[src/kvlp_pkg.sv]
// Package: shared types, constants and character helpers of the key/value line parser.
`timescale 1ns / 1ps

package kvlp_pkg;

    // Parse phase of the current line
    typedef enum logic [2:0] {
        PH_LEAD,
        PH_COMMENT,
        PH_SEEK_KEY,
        PH_KEY,
        PH_SEEK_VALUE,
        PH_VALUE,
        PH_DONE
    } t_phase;

    // Setting codes
    localparam logic [1:0] SEL_NONE    = 2'd0;
    localparam logic [1:0] SEL_IPADDR  = 2'd1;
    localparam logic [1:0] SEL_NETMASK = 2'd2;
    localparam logic [1:0] SEL_GATEWAY = 2'd3;

    // Keyword candidate bits
    localparam int KW_COUNT    = 3;
    localparam int KW_IPADDR   = 0;
    localparam int KW_NETMASK  = 1;
    localparam int KW_GATEWAY  = 2;
    localparam logic [KW_COUNT-1:0] CAND_ALL = 3'b111;

    // Output lanes: 8 in the low word, 7 in the high word
    localparam int LANES      = 15;
    localparam int LOW_LANES  = 8;
    localparam int HIGH_LANES = LANES - LOW_LANES;

    localparam logic [3:0] KEY_LEN_MAX = 4'd15;

    // Special characters
    localparam logic [7:0] CH_NUL   = 8'h00;
    localparam logic [7:0] CH_HASH  = 8'h23;
    localparam logic [7:0] CH_DOT   = 8'h2E;
    localparam logic [7:0] CH_SPACE = 8'h20;
    localparam logic [7:0] CH_TAB   = 8'h09;
    localparam logic [7:0] CH_CR    = 8'h0D;

    // Keyword text, zero padded
    localparam logic [7:0] KW_TEXT [KW_COUNT][8] = '{
        '{"I", "P", "A", "D", "D", "R", 8'h00, 8'h00},
        '{"N", "E", "T", "M", "A", "S", "K", 8'h00},
        '{"G", "A", "T", "E", "W", "A", "Y", 8'h00}
    };
    localparam logic [3:0] KW_LEN [KW_COUNT] = '{4'd6, 4'd7, 4'd7};

    // Result handed from the parse core to the output register
    typedef struct packed {
        logic        hit;
        logic [1:0]  setting_select;
        logic [3:0]  value_length;
        logic [63:0] value_low_bytes;
        logic [55:0] value_high_bytes;
        logic        value_truncated;
    } t_result;

    // Digits, letters and dot
    function automatic logic is_word(input logic [7:0] c);
        return (c >= "0" && c <= "9") || (c >= "A" && c <= "Z") ||
               (c >= "a" && c <= "z") || (c == CH_DOT);
    endfunction

    // Space, TAB, LF, VT, FF, CR
    function automatic logic is_space(input logic [7:0] c);
        return (c == CH_SPACE) || (c >= CH_TAB && c <= CH_CR);
    endfunction

endpackage

[src/kvlp_if.sv]
// Interfaces: character input channel and setting update output channel.
`timescale 1ns / 1ps

interface kvlp_in_if;
    logic       valid;
    logic       ready;
    logic [7:0] char_code;
    logic       line_end;

    modport source (output valid, output char_code, output line_end, input ready);
    modport sink   (input valid, input char_code, input line_end, output ready);
endinterface

interface kvlp_out_if;
    logic        valid;
    logic        ready;
    logic [1:0]  setting_select;
    logic [3:0]  value_length;
    logic [63:0] value_low_bytes;
    logic [55:0] value_high_bytes;
    logic        value_truncated;

    modport source (output valid, output setting_select, output value_length,
                    output value_low_bytes, output value_high_bytes,
                    output value_truncated, input ready);
    modport sink   (input valid, input setting_select, input value_length,
                    input value_low_bytes, input value_high_bytes,
                    input value_truncated, output ready);
endinterface

[src/kvlp_core.sv]
// Parse core: per-line state, key matching, value capture and result packing.
`timescale 1ns / 1ps

module kvlp_core #(
    parameter int VALUE_BYTES = 15
) (
    input  logic                 i_clk,
    input  logic                 i_rst_n,
    input  logic                 i_step,
    input  logic [7:0]           i_char,
    input  logic                 i_last,
    output kvlp_pkg::t_result    o_result
);

    kvlp_pkg::t_phase r_phase, n_phase;
    logic [3:0]                     r_key_len, n_key_len;
    logic [kvlp_pkg::KW_COUNT-1:0]  r_cand, n_cand;
    logic [3:0]                     r_count, n_count;
    logic                           r_ovf, n_ovf;
    logic [7:0]                     r_store [VALUE_BYTES];
    logic [7:0]                     n_store [VALUE_BYTES];

    logic nul, word, key_ch, key_fin, val_ch, val_room, hit;
    logic [1:0] sel;
    logic [7:0] lane [kvlp_pkg::LANES];

    // Character class
    assign nul  = (i_char == kvlp_pkg::CH_NUL);
    assign word = kvlp_pkg::is_word(i_char);

    // Next phase
    always_comb begin
        n_phase = r_phase;
        if (nul) begin
            n_phase = (r_phase == kvlp_pkg::PH_VALUE) ? kvlp_pkg::PH_DONE
                                                      : kvlp_pkg::PH_COMMENT;
        end else begin
            case (r_phase)
                kvlp_pkg::PH_LEAD: begin
                    if (kvlp_pkg::is_space(i_char)) n_phase = kvlp_pkg::PH_LEAD;
                    else if (i_char == kvlp_pkg::CH_HASH) n_phase = kvlp_pkg::PH_COMMENT;
                    else if (word) n_phase = kvlp_pkg::PH_KEY;
                    else n_phase = kvlp_pkg::PH_SEEK_KEY;
                end
                kvlp_pkg::PH_SEEK_KEY: begin
                    if (word) n_phase = kvlp_pkg::PH_KEY;
                end
                kvlp_pkg::PH_KEY: begin
                    if (!word) n_phase = kvlp_pkg::PH_SEEK_VALUE;
                end
                kvlp_pkg::PH_SEEK_VALUE: begin
                    if (word) n_phase = kvlp_pkg::PH_VALUE;
                end
                kvlp_pkg::PH_VALUE: begin
                    if (!word) n_phase = kvlp_pkg::PH_DONE;
                end
                default: n_phase = r_phase;
            endcase
        end
    end

    // Which datapath action this character takes
    assign key_ch  = !nul && word && ((r_phase == kvlp_pkg::PH_LEAD) ||
                     (r_phase == kvlp_pkg::PH_SEEK_KEY) || (r_phase == kvlp_pkg::PH_KEY));
    assign key_fin = (r_phase == kvlp_pkg::PH_KEY) && (nul || !word);
    assign val_ch  = !nul && word && ((r_phase == kvlp_pkg::PH_SEEK_VALUE) ||
                     (r_phase == kvlp_pkg::PH_VALUE));
    assign val_room = (r_count < 4'(VALUE_BYTES));

    // Key matching and value capture
    always_comb begin
        n_cand    = r_cand;
        n_key_len = r_key_len;
        n_count   = r_count;
        n_ovf     = r_ovf;
        n_store   = r_store;
        for (int k = 0; k < kvlp_pkg::KW_COUNT; k++) begin
            if (key_ch && ((r_key_len >= kvlp_pkg::KW_LEN[k]) ||
                           (kvlp_pkg::KW_TEXT[k][r_key_len[2:0]] != i_char)))
                n_cand[k] = 1'b0;
            if (key_fin && (r_key_len != kvlp_pkg::KW_LEN[k]))
                n_cand[k] = 1'b0;
        end
        if (key_ch && (r_key_len != kvlp_pkg::KEY_LEN_MAX))
            n_key_len = r_key_len + 4'd1;
        if (val_ch) begin
            if (val_room) begin
                n_count = r_count + 4'd1;
                for (int j = 0; j < VALUE_BYTES; j++) begin
                    if (r_count == 4'(j)) n_store[j] = i_char;
                end
            end else begin
                n_ovf = 1'b1;
            end
        end
    end

    // Setting decision at line end
    always_comb begin
        hit = i_last && ((n_phase == kvlp_pkg::PH_VALUE) || (n_phase == kvlp_pkg::PH_DONE)) &&
              (n_count != 4'd0) && (n_cand != '0);
        if (n_cand[kvlp_pkg::KW_IPADDR])       sel = kvlp_pkg::SEL_IPADDR;
        else if (n_cand[kvlp_pkg::KW_NETMASK]) sel = kvlp_pkg::SEL_NETMASK;
        else if (n_cand[kvlp_pkg::KW_GATEWAY]) sel = kvlp_pkg::SEL_GATEWAY;
        else                                   sel = kvlp_pkg::SEL_NONE;
    end

    // Byte lanes; lanes at or above the count read as zero
    for (genvar i = 0; i < kvlp_pkg::LANES; i++) begin : g_lane
        if (i < VALUE_BYTES) begin : g_used
            assign lane[i] = (4'(i) < n_count) ? n_store[i] : 8'h00;
        end else begin : g_unused
            assign lane[i] = 8'h00;
        end
    end

    always_comb begin
        o_result.hit              = hit;
        o_result.setting_select   = sel;
        o_result.value_length     = n_count;
        o_result.value_truncated  = n_ovf;
        for (int i = 0; i < kvlp_pkg::LOW_LANES; i++)
            o_result.value_low_bytes[8*i +: 8] = lane[i];
        for (int i = 0; i < kvlp_pkg::HIGH_LANES; i++)
            o_result.value_high_bytes[8*i +: 8] = lane[kvlp_pkg::LOW_LANES + i];
    end

    // Line state; everything but the value bytes clears at line end
    always_ff @(posedge i_clk) begin
        if (!i_rst_n) begin
            r_phase   <= kvlp_pkg::PH_LEAD;
            r_key_len <= 4'd0;
            r_cand    <= kvlp_pkg::CAND_ALL;
            r_count   <= 4'd0;
            r_ovf     <= 1'b0;
        end else if (i_step) begin
            if (i_last) begin
                r_phase   <= kvlp_pkg::PH_LEAD;
                r_key_len <= 4'd0;
                r_cand    <= kvlp_pkg::CAND_ALL;
                r_count   <= 4'd0;
                r_ovf     <= 1'b0;
            end else begin
                r_phase   <= n_phase;
                r_key_len <= n_key_len;
                r_cand    <= n_cand;
                r_count   <= n_count;
                r_ovf     <= n_ovf;
            end
        end
    end

    // Value bytes
    always_ff @(posedge i_clk) begin
        if (i_step) r_store <= n_store;
    end

endmodule

[src/keyword_value_line_parser.sv]
// Top level: input register, parse core and output register of the line parser.
//
//  channel | dir | words                           | handshake
//  i_in    | in  | char_code, line_end             | valid/ready
//  o_out   | out | setting_select, value_length,   | valid/ready
//          |     | value_low/high_bytes, truncated |
//
// One character word per cycle unless a line end waits; a line's update word
// is valid once its last character has passed the input and output registers.
// Reset (synchronous, active low) returns the parser to the start of a line.
// A line end waits in the input register only while the output register still
// holds an untaken update; other characters never stall.
`timescale 1ns / 1ps

module keyword_value_line_parser #(
    parameter int VALUE_BYTES = 15
) (
    input  logic                i_clk,
    input  logic                i_rst_n,
    kvlp_in_if.sink             i_in,
    kvlp_out_if.source          o_out
);

    logic             r_in_valid, n_in_valid;
    logic [7:0]       r_char;
    logic             r_last;
    logic             r_out_valid, n_out_valid;
    kvlp_pkg::t_result r_res;
    kvlp_pkg::t_result core_res;
    logic             out_free, advance, in_take;

    // Flow control
    assign out_free = !r_out_valid || o_out.ready;
    assign advance  = r_in_valid && (!r_last || out_free);
    assign i_in.ready = !r_in_valid || advance;
    assign in_take  = i_in.valid && i_in.ready;

    assign n_in_valid  = in_take || (r_in_valid && !advance);
    assign n_out_valid = (advance && core_res.hit) || (r_out_valid && !o_out.ready);

    kvlp_core #(
        .VALUE_BYTES (VALUE_BYTES)
    ) u_core (
        .i_clk    (i_clk),
        .i_rst_n  (i_rst_n),
        .i_step   (advance),
        .i_char   (r_char),
        .i_last   (r_last),
        .o_result (core_res)
    );

    // Valid flags
    always_ff @(posedge i_clk) begin
        if (!i_rst_n) begin
            r_in_valid  <= 1'b0;
            r_out_valid <= 1'b0;
        end else begin
            r_in_valid  <= n_in_valid;
            r_out_valid <= n_out_valid;
        end
    end

    // Input word register
    always_ff @(posedge i_clk) begin
        if (in_take) begin
            r_char <= i_in.char_code;
            r_last <= i_in.line_end;
        end
    end

    // Output word register
    always_ff @(posedge i_clk) begin
        if (advance && core_res.hit) r_res <= core_res;
    end

    assign o_out.valid            = r_out_valid;
    assign o_out.setting_select   = r_res.setting_select;
    assign o_out.value_length     = r_res.value_length;
    assign o_out.value_low_bytes  = r_res.value_low_bytes;
    assign o_out.value_high_bytes = r_res.value_high_bytes;
    assign o_out.value_truncated  = r_res.value_truncated;

endmodule
[src/flat_wrapper.sv]
// flat-port wrapper written by rule: the top's interface ports become plain ports
module keyword_value_line_parser_flat 
#(
    parameter int VALUE_BYTES = 15
)
  (i_clk, i_rst_n, i_in_valid, i_in_char_code, i_in_line_end, i_in_ready, o_out_valid, o_out_setting_select, o_out_value_length, o_out_value_low_bytes, o_out_value_high_bytes, o_out_value_truncated, o_out_ready);
  kvlp_in_if i_in_i ();
  kvlp_out_if o_out_i ();
  input  logic i_clk;
  input  logic i_rst_n;
  input wire logic [$bits(i_in_i.valid)-1:0] i_in_valid;
  input wire logic [$bits(i_in_i.char_code)-1:0] i_in_char_code;
  input wire logic [$bits(i_in_i.line_end)-1:0] i_in_line_end;
  output wire logic [$bits(i_in_i.ready)-1:0] i_in_ready;
  output wire logic [$bits(o_out_i.valid)-1:0] o_out_valid;
  output wire logic [$bits(o_out_i.setting_select)-1:0] o_out_setting_select;
  output wire logic [$bits(o_out_i.value_length)-1:0] o_out_value_length;
  output wire logic [$bits(o_out_i.value_low_bytes)-1:0] o_out_value_low_bytes;
  output wire logic [$bits(o_out_i.value_high_bytes)-1:0] o_out_value_high_bytes;
  output wire logic [$bits(o_out_i.value_truncated)-1:0] o_out_value_truncated;
  input wire logic [$bits(o_out_i.ready)-1:0] o_out_ready;
  assign i_in_i.valid = i_in_valid;
  assign i_in_i.char_code = i_in_char_code;
  assign i_in_i.line_end = i_in_line_end;
  assign i_in_ready = i_in_i.ready;
  assign o_out_valid = o_out_i.valid;
  assign o_out_setting_select = o_out_i.setting_select;
  assign o_out_value_length = o_out_i.value_length;
  assign o_out_value_low_bytes = o_out_i.value_low_bytes;
  assign o_out_value_high_bytes = o_out_i.value_high_bytes;
  assign o_out_value_truncated = o_out_i.value_truncated;
  assign o_out_i.ready = o_out_ready;
  keyword_value_line_parser #(.VALUE_BYTES(VALUE_BYTES)) u_core (.i_clk(i_clk), .i_rst_n(i_rst_n), .i_in(i_in_i), .o_out(o_out_i));
endmodule
[config.mk]
export PLATFORM = sky130hd
export DESIGN_NAME = keyword_value_line_parser_flat
export DESIGN_NICKNAME = d
export VERILOG_FILES = /design/src/kvlp_pkg.sv /design/src/kvlp_if.sv /design/src/kvlp_core.sv /design/src/keyword_value_line_parser.sv /design/src/flat_wrapper.sv
export SDC_FILE = /design/constraint.sdc
export NUM_CORES = 1
export LEC_CHECK = 0
export CAP_MARGIN = 20
export CORE_ASPECT_RATIO = 2
export CORE_MARGIN = 5
export CORE_UTILIZATION = 60
export DETAILED_ROUTE_END_ITERATION = 12
export DONT_BUFFER_PORTS = 1
export HOLD_SLACK_MARGIN = 0.06
export PLACE_DENSITY_LB_ADDON = 0.1
export SLEW_MARGIN = 10
export SYNTH_ARGS = -nofsm -noshare
export SYNTH_HDL_FRONTEND = slang
export SYNTH_SLANG_ARGS = --single-unit
export TNS_END_PERCENT = 30
[constraint.sdc]
create_clock -name i_clk -period 25.4 [get_ports i_clk]
set_input_delay 3.81 -clock i_clk [delete_from_list [all_inputs] [get_ports i_clk]]
set_output_delay 3.81 -clock i_clk [all_outputs]
set_load 0.05 [all_outputs]
======== Word level (Yosys, flattened, before mapping) ========
Memory sizes are Yosys's and may differ from the RTL's.
Cells that the tools add are included.
cells by class
  $add $sub $neg .......................... 2
  multiply operators ...................... 0
  divide/modulo/power cells ............... 0
  magnitude comparators ................... 27
  equality and inequality tests ........... 29
  shifts and indexed selects .............. 0
  mux-type cells .......................... 51
  bitwise gates (word level) .............. 1
  reduce and logical (&&, ||, !) cells .... 53
operator list
  kind                                                                                 number
  120-bit two-way mux                                                                  2
  8-bit two-way mux                                                                    21
  4-bit equality test, second input constant                                           7
  4-bit < comparator, first input constant                                             7
  8-bit by 6-bit equality test with 1-bit output, second input constant                3
  3-bit two-way mux                                                                    8
  8-bit != test                                                                        3
  1-bit logical AND                                                                    22
  4-bit two-way mux                                                                    5
  1-bit logical OR                                                                     17
  4-bit by 3-bit equality test with 1-bit output, second input constant                4
  8-bit by 7-bit greater-or-equal comparator with 1-bit output, second input constant  2
  8-bit by 7-bit less-or-equal comparator with 1-bit output, second input constant     2
  3-bit by 4-bit < comparator with 1-bit output, first input constant                  4
  3-bit case mux with 5 select lines                                                   1
  3-bit equality test, second input constant                                           4
  1-bit two-way mux                                                                    10
  4-bit by 1-bit adder with 4-bit output, second input constant                        2
  4-bit by 2-bit equality test with 1-bit output, second input constant                2
  4-bit by 3-bit greater-or-equal comparator with 1-bit output, second input constant  2
  8-bit by 4-bit greater-or-equal comparator with 1-bit output, second input constant  1
  8-bit by 6-bit greater-or-equal comparator with 1-bit output, second input constant  1
  8-bit by 4-bit less-or-equal comparator with 1-bit output, second input constant     1
  8-bit by 6-bit less-or-equal comparator with 1-bit output, second input constant     1
  other kinds (18)                                                                     31
storage, ports and cells
  register bits ........................... 273
  bits in latches ......................... 0
  memory bits (writable) .................. 0
  bits in read-only memories .............. 192
  input bits .............................. 13
  output and inout port bits .............. 129
  memories ................................ 3
memories
  name             words  width  rd ports  clocked after memory_dff  write ports  RTL line         text
  (no name shown)  8      8      1         0                         0            kvlp_core.sv:79  (kvlp_pkg::KW_TEXT[k][r_key_len[2:0]] != i_char)))
  (no name shown)  8      8      1         0                         0            kvlp_core.sv:79
  (no name shown)  8      8      1         0                         0            kvlp_core.sv:79

======== Logic depth before layout (Yosys ltp) ========
  word-level depth ........................ 17
  depth in mapped cells ................... 10
  gate-level depth less buffers ........... 9

======== By module ========
A second synthesis with hierarchy kept.
unflattened totals
  cell total of the unflattened synthesis .. 805
  area total of the unflattened synthesis .. 11,966.5 µm²
modules (own cells, without submodules)
  module                     times used  cells each  area each (µm²)  sequential area each (µm²)
  kvlp_core                  1           657         7,756.2          3,903.7
  keyword_value_line_parser  1           148         4,210.3          4,124.0

======== Least setup slack after synthesis ========
No wires, ideal clock.
  path type ............................... in2reg
  start ................................... input port o_out_ready
  end ..................................... register u_core.r_res, in the netlist u_core.o_out.setting_select[0] (enable)
  arrival time ............................ 17,910 ps
  data required time ...................... 24,476 ps
  path slack .............................. 6,566 ps
  cell stages on the path ................. 5
  buffers on the path ..................... 0
  path through ............................ nand3b_1 nand2_1 clkinv_1 nand3_1 nor4_1
between the ends
  word-level cells in the longest chain between the ends .. 4
ends and longest elaborated chain
  element               RTL line                         text
  start, declared       flat_wrapper.sv:21               input wire logic [$bits(o_out_i.ready)-1:0] o_out_ready;
  1-bit logical OR      keyword_value_line_parser.sv:33  assign out_free = !r_out_valid || o_out.ready;
  1-bit logical OR      keyword_value_line_parser.sv:34  assign advance = r_in_valid && (!r_last || out_free);
  1-bit logical AND     keyword_value_line_parser.sv:34
  via u_core.advance    keyword_value_line_parser.sv:30  logic out_free, advance, in_take;
  1-bit logical AND     keyword_value_line_parser.sv:73  if (advance && core_res.hit) r_res <= core_res;
  end signal, assigned  keyword_value_line_parser.sv:73
  end, declared         keyword_value_line_parser.sv:28  kvlp_pkg::t_result r_res;
The timed path passes the listed nets, and every way through them passes these cells.
A chain may end at the register's enable or synchronous reset.

======== Worst setup path after layout ========
  start ................................... input port o_out_ready
  end ..................................... output port i_in_ready
between the ends
  word-level cells in the longest chain between the ends .. 4
ends and longest elaborated chain
  element            RTL line                         text
  1-bit logical OR   keyword_value_line_parser.sv:33
  1-bit logical OR   keyword_value_line_parser.sv:34
  1-bit logical AND  keyword_value_line_parser.sv:34
  1-bit logical OR   keyword_value_line_parser.sv:35  assign i_in.ready = !r_in_valid || advance;
  end, declared      flat_wrapper.sv:14               output wire logic [$bits(i_in_i.ready)-1:0] i_in_ready;
Every way passes these cells.

==> Implementation_results.wiki <==
{| class="wikitable"
! Metric !! Value
|-
| Die extent in x || 109.5 µm
|-
| Library cell with the largest summed area after synthesis || sky130_fd_sc_hd__edfxtp_1
|-
| Setup repair after global routing missed its margin || no
|-
| Mean post-synth cell area || 14.35 µm²
|-
| Async S/R FF share, synth || 0%
|-
| Iteration count of the initial detailed-routing pass || 5
|-
| Final worst path period share || 32.61%
|-
| Biggest area contributors in the synthesized netlist || sky130_fd_sc_hd__edfxtp_1 (65%), sky130_fd_sc_hd__mux2_2 (7.9%), sky130_fd_sc_hd__nor2b_1 (3.0%)
|-
| Post-synth cell types || 60
|-
| CP required || 21.59 ns
|-
| Footprint of the multi-input gates || 3545 µm²
|-
| Number of H-tree branching levels || 1
|-
| Ports || 142
|-
| Flops & latches, synth || 273
|-
| Met2 track demand over resource || 38.97%
|-
| Cell Area, Synth || 11,870 µm²
|-
| Number of buffers inserted by post-CTS setup repair || 0
|-
| Longest Clk Path Bufs || 3
|-
| Cts hold-fix bufs || 0
|-
| Headroom to the max-slew limit || 25.30%
|-
| Placed insts || 1,052
|-
| Outcome || finished, final reports clean
|-
| Dominant synthesized flop cell || sky130_fd_sc_hd__edfxtp_1
|-
| Final WL || 24,890 µm
|-
| Final count of negative-setup-slack endpoints || 0
|-
| Number of max-slew violations in the final report || 0
|-
| Clock Tree Root || sky130_fd_sc_hd__clkbuf_16
|-
| YS warnings || 0
|-
| Via count of the first global-routing pass || 6,919
|-
| Final worst clock skew || 0.01957 ns
|-
| Leakage power summed over all cells || 3.744 nW
|-
| Time the final worst path needs with I/O delays and setup || 8.283 ns
|-
| Cells resized by post-CTS repair || 0
|-
| Vias per cell || 6.125
|-
| Total nets after synthesis || 850
|-
| Maximum number of pins on one net before global-route repair || 72
|-
| Chip Height || 208.9 µm
|-
| Top delay family on crit path || simple AND/OR/NAND/NOR gates
|-
| Seq/Total Area, Yosys || 67.62%
|-
| TritonCTS clock tree || built
|-
| Fill cell count || 1,409
|-
| Hpwl dp || 16,410 µm
|-
| Area share of the leading cell type in the synthesized netlist || 64.76%
|-
| Setup crit end kind || output pin
|-
| Max-cap violations || 0
|-
| Crit path largest cell delay || 0.47 ns
|-
| Register-to-register path setup slack || 20.64 ns
|-
| Fmax || 120.7 MHz
|-
| TritonCTS Buffers || 23
|-
| Remaining Overflow, GRT || 0
|-
| Hold Crit Class || reg -> reg
|-
| Grt met1 use || 24.99%
|-
| Worst EP arrival || 4.47 ns
|-
| CP Launch Type || primary input
|-
| Via count of the routed design || 6,707
|-
| Placeable Area || 19,460 µm²
|-
| Net total in the final layout || 842
|-
| Cell at the slowest stage of the critical path || sky130_fd_sc_hd__nand3_1
|-
| CP cell instances || nor2b_1 > nand3_1
|-
| Area overhead of the layout relative to synthesis || 7.947%
|-
| Clock net sink count || 273
|-
| GRT busiest layer || met2
|-
| Initial Util || 61.01%
|-
| Global-route wire length before repair || 37,870 µm
|-
| Crit Path Category || in -> out
|-
| Global routing usage on met3 || 3.057%
|-
| Initial drt markers || 449
|-
| Global Route Usage Sum || 21.49%
|-
| VDD IR max || 0.06006 mV
|-
| Die Footprint || 22,870 µm²
|-
| Clock Latency Late Sink || 0.52 ns
|-
| Transition at the pin with the smallest max-transition slack || 1.121 ns
|-
| Post-route setup TNS || 0 ns
|-
| WP buf/inv || 0
|-
| FF/Latch Area || 8028 µm²
|-
| Final hold violations || 0
|-
| Minimum hold slack || 0.5100 ns
|-
| Final antenna-violating net count || 0
|-
| DRC || 0
|-
| Worst Slack Setup Final || 17.12 ns
|-
| Share of final-layout standard cells stronger than drive strength 1 || 17.22%
|-
| Cell row count || 72
|-
| Antenna violations before repair || 0
|-
| Clock transition at the registers of the reported paths || 0.07 ns
|-
| Detailed-route wire length per cell || 22.73 µm
|-
| Cell Pwr Density || 66.85 nW/µm²
|-
| Filler-free cell count of the finished design || 1,095
|-
| Diodes inserted || 0
|-
| Gp weighted congestion || 0.8545
|-
| Count of input and output buffers || 0
|-
| Count of flip-flops with a built-in enable after synthesis || 256
|-
| Setup Slack @ Placement || 17.12 ns
|-
| Cells after synthesis || 827
|-
| CP Max Fanout || 3
|}
[synth_stat cells (all sizes together), types with 2 or more instances]
master,instances
a211o,3
a211oi,5
a21boi,20
a21o,3
a21oi,18
a221oi,2
a22oi,5
a31o,2
a31oi,7
and2,39
and3,6
buf,14
clkbuf,29
dfxtp,17
edfxtp,256
ha,10
inv,32
mux2,84
mux2i,23
nand2,40
nand2b,6
nand3,17
nand3b,2
nand4,9
nor2,39
nor2b,56
nor3,8
nor3b,10
nor4,5
o211ai,3
o21a,2
o21ai,15
o311a,8
or4,3
xnor2,6
xor2,8
[flip-flops by register name, indices dropped and copies added (netlist names)]
| register | cells |
|---|---|
| u_core.r_last | 1 |
| u_core.o_out.valid | 1 |
| u_core.o_out.value_low_bytes | 64 |
| u_core.o_out.value_length | 4 |
| u_core.u_core.r_count | 4 |
| u_core.o_out.value_high_bytes | 56 |
| u_core.u_core.r_ovf | 1 |
| u_core.u_core.r_key_len | 4 |
| u_core.u_core.r_phase | 3 |
| u_core.o_out.setting_select | 2 |
| u_core.o_out.value_truncated | 1 |
| u_core.r_in_valid | 1 |
| u_core.u_core.r_cand | 3 |
| u_core.r_char | 8 |
| u_core.u_core.r_store | 120 |
[kinds of logic (layout without fill, tap and decap cells)]
logic type / after synthesis / in the layout / synth area share [%]
flops: 273 / 273 / 67.62
simple gates: 245 / 245 / 11.47
mux: 107 / 107 / 9.939
compound gates: 102 / 102 / 6.250
buf+inv: 76 / 85 / 2.635
xor+xnor: 14 / 14 / 1.033
fa+ha+maj: 10 / 10 / 1.054
[report_power, final]
group	total, W	leakage (nW)	switching, W	internal [W]
clock network	0.000339	0.355	0.000152	0.000187
logic	0.0000246	1.52	0.0000180	0.00000658
registers	0.000493	1.87	0.00000398	0.000489
total	0.000857	3.74	0.000174	0.000683
[final timing paths]
path                  startpoint                           endpoint  cells after the start
max                  o_out_ready                         i_in_ready                      2
min          u_core.u_core.r_ovf                u_core.u_core.r_ovf                      2
max reg2reg     u_core.r_char[5]  u_core.o_out.value_high_bytes[19]                      7
min reg2reg  u_core.u_core.r_ovf                u_core.u_core.r_ovf                      2
[layer usage]
layer | wire (µm) | up-vias
met5 | 0 | -
met3 | 981 | 50
li1 | - | 3046
met1 | 9534 | 3372
met4 | 861 | 0
met2 | 13520 | 239
[metrics by stage]
step / power, W / area [µm²] / util (%)
final: 0.0008567 / 12810 / 65.86
after CTS: 0.0008646 / 12810 / 65.82
after global routing: 0.0008833 / 12810 / 65.86
after detailed placement: 0.0005274 / 12090 / 62.13
after floorplan: 0.0005195 / 11870 / -
after global placement: 0.0005263 / 12090 / 62.13
[layout make-up]
type | count | area share (%)
Tap cell | 259 | 2.529
Multi-Input combinational cell | 478 | 27.66
Inverter | 33 | 0.9861
Clock inverter | 16 | 1.015
Sequential cell | 273 | 62.64
Timing Repair Buffer | 10 | 0.5858
Clock buffer | 26 | 4.579
[placed cells by master, fill, tap and decap left out, types with 14 or more instances in the layout]
master                      Yosys  layout
sky130_fd_sc_hd__dfxtp_1       17      17
sky130_fd_sc_hd__a21oi_1       16      16
sky130_fd_sc_hd__clkbuf_16      0      23
sky130_fd_sc_hd__nor2_1        39      39
sky130_fd_sc_hd__nor2b_1       56      56
sky130_fd_sc_hd__and2_1        38      38
sky130_fd_sc_hd__mux2_2        83      83
sky130_fd_sc_hd__o21ai_0       14      14
sky130_fd_sc_hd__mux2i_1       23      23
sky130_fd_sc_hd__a21boi_0      20      20
sky130_fd_sc_hd__nand2_1       40      40
sky130_fd_sc_hd__inv_1         32      32
sky130_fd_sc_hd__edfxtp_1     256     256
sky130_fd_sc_hd__nand3_1       17      17
(Power assumes the default switching activity.)
